[src/design/frustum_box_culling_defines.svh]
// Assertion macros shared by the frustum box culling design files.
`ifndef FRUSTUM_BOX_CULLING_DEFINES_SVH
`define FRUSTUM_BOX_CULLING_DEFINES_SVH
`ifndef SYNTHESIS
// Same-cycle implication, checked on every clock edge outside reset.
`define FBC_ASSERT_IMP(lbl, ante, cons) \
  lbl: assert property (@(posedge clk_i) disable iff (!rst_ni) (ante) |-> (cons)) \
    else $error("frustum box culling assertion failed");
// Next-cycle implication, checked on every clock edge outside reset.
`define FBC_ASSERT_NXT(lbl, ante, cons) \
  lbl: assert property (@(posedge clk_i) disable iff (!rst_ni) (ante) |=> (cons)) \
    else $error("frustum box culling assertion failed");
`else
`define FBC_ASSERT_IMP(lbl, ante, cons)
`define FBC_ASSERT_NXT(lbl, ante, cons)
`endif
`endif

[src/design/fbc_ram.sv]
// Generic single-clock RAM with one write port and one registered read port.
module fbc_ram #(
  parameter int unsigned WIDTH = 32,
  parameter int unsigned DEPTH = 64,
  localparam int unsigned AW   = $clog2(DEPTH)
) (
  input  logic             clk_i,
  input  logic             we_i,
  input  logic [AW-1:0]    waddr_i,
  input  logic [WIDTH-1:0] wdata_i,
  input  logic [AW-1:0]    raddr_i,
  output logic [WIDTH-1:0] rdata_o
);

  logic [WIDTH-1:0] mem_q [DEPTH];
  logic [WIDTH-1:0] rdata_q;

  // Write port.
  always_ff @(posedge clk_i) begin
    if (we_i) begin
      mem_q[waddr_i] <= wdata_i;
    end
  end

  // Registered read port.
  always_ff @(posedge clk_i) begin
    rdata_q <= mem_q[raddr_i];
  end

  assign rdata_o = rdata_q;

endmodule

[config.mk]
export PLATFORM = sky130hd
export DESIGN_NAME = fbc_ram
export DESIGN_NICKNAME = d
export VERILOG_FILES = /design/src/design/frustum_box_culling_defines.svh /design/src/design/fbc_ram.sv
export SDC_FILE = /design/constraint.sdc
export NUM_CORES = 2
export LEC_CHECK = 0
export ABC_AREA = 1
export BUFFER_PORTS_ARGS = -buffer_cell sky130_fd_sc_hd__buf_2
export CAP_MARGIN = 0
export CORE_AREA = 2 2 490 492
export CTS_BUF_LIST = sky130_fd_sc_hd__clkbuf_4 sky130_fd_sc_hd__clkbuf_8
export DETAILED_ROUTE_END_ITERATION = 7
export DIE_AREA = 0 0 492 494
export SKIP_LAST_GASP = 1
export SYNTH_ARGS = -nofsm -noshare
export SYNTH_HDL_FRONTEND = slang
export SYNTH_SLANG_ARGS = --single-unit
[constraint.sdc]
create_clock -name clk_i -period 5.67 [get_ports clk_i]
set_input_delay 0.8505 -clock clk_i [delete_from_list [all_inputs] [get_ports clk_i]]
set_output_delay 0.8505 -clock clk_i [all_outputs]
set_load 0.01 [all_outputs]
==> Word-level counts from Yosys, hierarchy flattened <==
Memories as Yosys holds them, arrays and structs flattened. A register that Yosys moved wholly into a read port is not among the register bits.
Index checks and enable logic that the tools add are counted.
{ "word_totals": {"register_bits": 0, "ram_bits": 2048, "in_bits": 46, "output_inout_bits": 32, "elab_cells": 3, "mem_count": 1} }
{ "op_classes": {"muxes": 2} }
{ "memory_table": {"columns": ["memory", "words", "word_bits", "rd", "rd_ports_with_merged_regs", "wr", "line_no", "source"], "rows": [
  ["mem_q", 64, 32, 1, 1, 1, "fbc_ram.sv:15", "logic [WIDTH-1:0] mem_q [DEPTH];"]
]} }
{ "ops": {"columns": ["operator", "count"], "rows": [
  ["1-bit two-way mux", 2]
]} }

==> Longest topological paths before layout <==
{ "logic_depth": {"ltp_word": 2, "depth_mapped": 13, "depth_no_buf": 9} }

==> Least setup slack after synthesis <==
No wires, ideal clock.
{ "synth_timing": {"kind": "input -> register", "start": "input port we_i", "end": "memory mem_q[48][0] (enable)", "setup_time_ns": 0.502, "arrival_ns": 4.478, "required_ns": 5.168, "slack_ns": 0.690, "cell_stages": 3, "n_path_buf": 1, "cell_sequence": "clkbuf_1 nand4_1 nor4_1"} }
{ "synth_between": {"elab_chain_cells": 2} }
{ "synth_rtl": {"columns": ["item", "line_no", "source"], "rows": [
  ["from (decl)", "fbc_ram.sv:8", "input logic we_i,"],
  ["1-bit two-way mux", "fbc_ram.sv:20", "if (we_i) begin"],
  ["1-bit two-way mux (not written as such)", "fbc_ram.sv:21", "mem_q[waddr_i] <= wdata_i;"],
  ["to (decl)", "fbc_ram.sv:15", null]
]} }
Every way passes these cells.

==> Worst setup path in the final report <==
{ "layout_timing": {"start": "input port waddr_i[2]", "end": "memory mem_q[35][17] (enable)"} }
{ "layout_rtl": {"columns": ["item", "line_no", "source"], "rows": [
  ["from (decl)", "fbc_ram.sv:9", "input logic [AW-1:0] waddr_i,"]
]} }
No word-level cell before the write port.

==> impl_metrics.tcl <==
set metrics [dict create \
    floorplan.die_area_um2 243000 \
    grt_max_degree 194 \
    critical_path_arrival_ps 3630 \
    post-route-cell-area_um2 93500 \
    whs_endpoint "mem_q[10][5]$_DFFE_PP_" \
    power.leakage_nw 32.7 \
    adder_cell_area_share_of_the_yosys_netlist_pct 0 \
    reg2reg_from "mem_q[0][19]$_DFFE_PP_" \
    final_cell_mix "2248 x sky130_fd_sc_hd__nand2_1, 2048 x sky130_fd_sc_hd__edfxtp_1, 1907 x sky130_fd_sc_hd__nand3_1" \
    number_of_non_filler_instances_in_the_completed_layout 10300 \
    synth.yosys.warnings 0 \
    root_buffer "sky130_fd_sc_hd__clkbuf_8" \
    grt_use_total_pct 19.7 \
    start_util_pct 34.9 \
    max-slew-margin-rel_pct 9.91 \
    maxClockFrequency_mhz 332 \
    synth_compound_gate_area_share_pct 0 \
    clock-skew-final_ps 81.4 \
    cts_hold_repair.buffers 0 \
    mappedNetlistArea_um2 82700 \
    post_cts_resize_count 0 \
    tightestPinTransition_ps 1350 \
    worst_hold_path.num_cells 1 \
    post-cts-setup-buffers 0 \
    criticalPathCategory "input port to flip-flop" \
    die_x_um 492 \
    max-cap-violations 0 \
    timing.final.hold_violations 0 \
    place_congestion 0.828 \
    netlist-cell-type-count 16 \
    floorplan.die.height_um 494 \
    reg2reg_to "rdata_o[19]$_DFF_P_" \
    grt_pass1_wl_um 357000 \
    globalRoute.totalOverflow 0 \
    cts.sinks 2080 \
    fin_ws_ps 2660 \
    ir_drop_v 0.000180 \
    worst_hold_startpoint "wdata_i[5]" \
    worst_hold_path_type "input port to flip-flop" \
    power_per_cell_area_nw_per_um2 340 \
    syn-mean-instance-area_um2 12.2 \
    logic_depth_of_the_worst_register_to_register_path 8 \
    element_type_at_the_critical_path_end "flip-flop" \
    number_of_buffers_inserted_by_port_buffering 77 \
    clkTransAtPathRegs_ps 60 \
    r2r_slack_ps 3930 \
    antenna_found_initial 14 \
    final-max-slew-violation-count 0 \
    synth_instances 6769 \
    preCtsSetupSlack_ps 1730 \
    rsz0062_at_grt "no" \
    result_of_the_run "finished clean" \
    layout_commonest_cell "sky130_fd_sc_hd__nand2_1" \
    synthToLayoutAreaGrowth_pct 13.0 \
    nNetsFinal 6962 \
    totalNegativeSetupSlack_ps 0 \
    cts_made_buffers 349 \
    drt_wl_total_um 245000 \
    finalCriticalPeriod_ps 3010 \
    synth_top_family_by_area "simple AND/OR/NAND/NOR gates" \
    sequential_share_of_the_synthesized_area_pct 75.1 \
    design.core.area_um2 237000 \
    finalHoldWorstSlack_ps 160 \
    cts_max_level 5 \
    max-clock-path-buffers 4 \
    worst_skew_pair.late_latency_ps 1050 \
    post_synth_xor_area_fraction_pct 0 \
    critPathRequiredTime_ps 6290 \
    drtAntennaViolNets 0 \
    detailroute.via_count 54500 \
    synth.ff_latch_count 2080 \
    viasPerCell 5.27 \
    post-place-cells 9732 \
    post_dr_wirelength_cell_um 23.7 \
    post_synth_mux_area_share_pct 0 \
    cp_max_fo 32 \
    postSynthNetCount 6815 \
    boundaryPins 78 \
    route.detailed.drc 0 \
    drive_gt1_share_pct 11.9 \
    tritoncts "built" \
    dpl.hpwl_um 125000 \
    detailedRoute.firstIterationViolations 6361 \
    final_min_period_over_clock_period_pct 53.1 \
    final-setup-viol-count 0 \
    timing.critical_path.from_type "input port" \
    grt_pass1_vias 52700 \
    firstDrtPassIters 6 \
    core.rowCount 179 \
    synth_simple_gate_area_share_pct 22.1 \
    placed_cell_area_um2 87000 \
]
-- sequential cells by signal, indices dropped and copies added (netlist names) --
signal,flops
rdata_o,32
mem_q,2048
-- critical path, cell delays in order --
cell and delay [ps]:
sky130_fd_sc_hd__buf_2 200, sky130_fd_sc_hd__inv_1 290, sky130_fd_sc_hd__nand4_1 910, sky130_fd_sc_hd__nor2_4 1320
-- per-stage QoR --
step / power, mW / util (%)
3_5_place_dp: 19.4 / 36.6
6_report: 31.8 / 39.4
5_1_grt: 32.8 / 39.4
4_1_cts: 32.0 / 39.4
3_3_place_gp: 19.4 / 36.6
2_1_floorplan: 18.4 / -
-- metal layers --
layer  vias to the layer above  routed length, um  track usage [%]
met4                         0               9580             7.90
met1                     27100             100000             26.3
met3                       494              18500             3.02
met5                         -                  0                0
li1                      24500                  -                -
met2                      2464             117000             32.0
-- where the power goes --
group          switching (mW)  leakage [nW]  internal, mW
combinational            1.55          10.5         0.465
sequential             0.0702          18.7          17.0
clock                    5.90          3.47          6.80
total                    7.52          32.7          24.3
-- Yosys cell counts (all sizes together) --
library cell	instances	area (um2)
nor2	56	210
nand2	2248	8440
edfxtp	2048	61500
nand4	9	56.3
inv	12	47.6
dfxtp	32	641
nand3	1907	9540
nor4	8	50.1
buf	372	1960
clkbuf	77	289
-- cell families (layout without fill, tap and decap cells) --
family                 Yosys count  after routing
buffers and inverters          461            861
DFF                           2080           2080
other                            0              7
and+or+nand+nor               4228           4228
-- area by class of cell --
class | count | area (um2)
diodes | 7 | 17.5
clock buffers | 495 | 6020
clock inverters | 109 | 484
fillers | 22400 | 144000
inverters | 12 | 81.3
multi-input cells | 4228 | 18800
flip-flops and latches | 2080 | 62100
well taps | 3167 | 3960
repair buffers | 245 | 2050
-- worst max-delay path by stage --
stage	slack [ps]	start	cells after the start	to
6_report	2660	waddr_i[2]	4	mem_q[35][17]$_DFFE_PP_
3_3_place_gp	1780	waddr_i[1]	4	mem_q[61][17]$_DFFE_PP_
5_1_grt	2630	waddr_i[2]	4	mem_q[59][20]$_DFFE_PP_
3_5_place_dp	1730	waddr_i[2]	4	mem_q[59][1]$_DFFE_PP_
4_1_cts	2800	waddr_i[2]	4	mem_q[59][20]$_DFFE_PP_
2_1_floorplan	690	we_i	3	mem_q[48][0]$_DFFE_PP_
No activity file was read; power rests on OpenSTA's default activity.
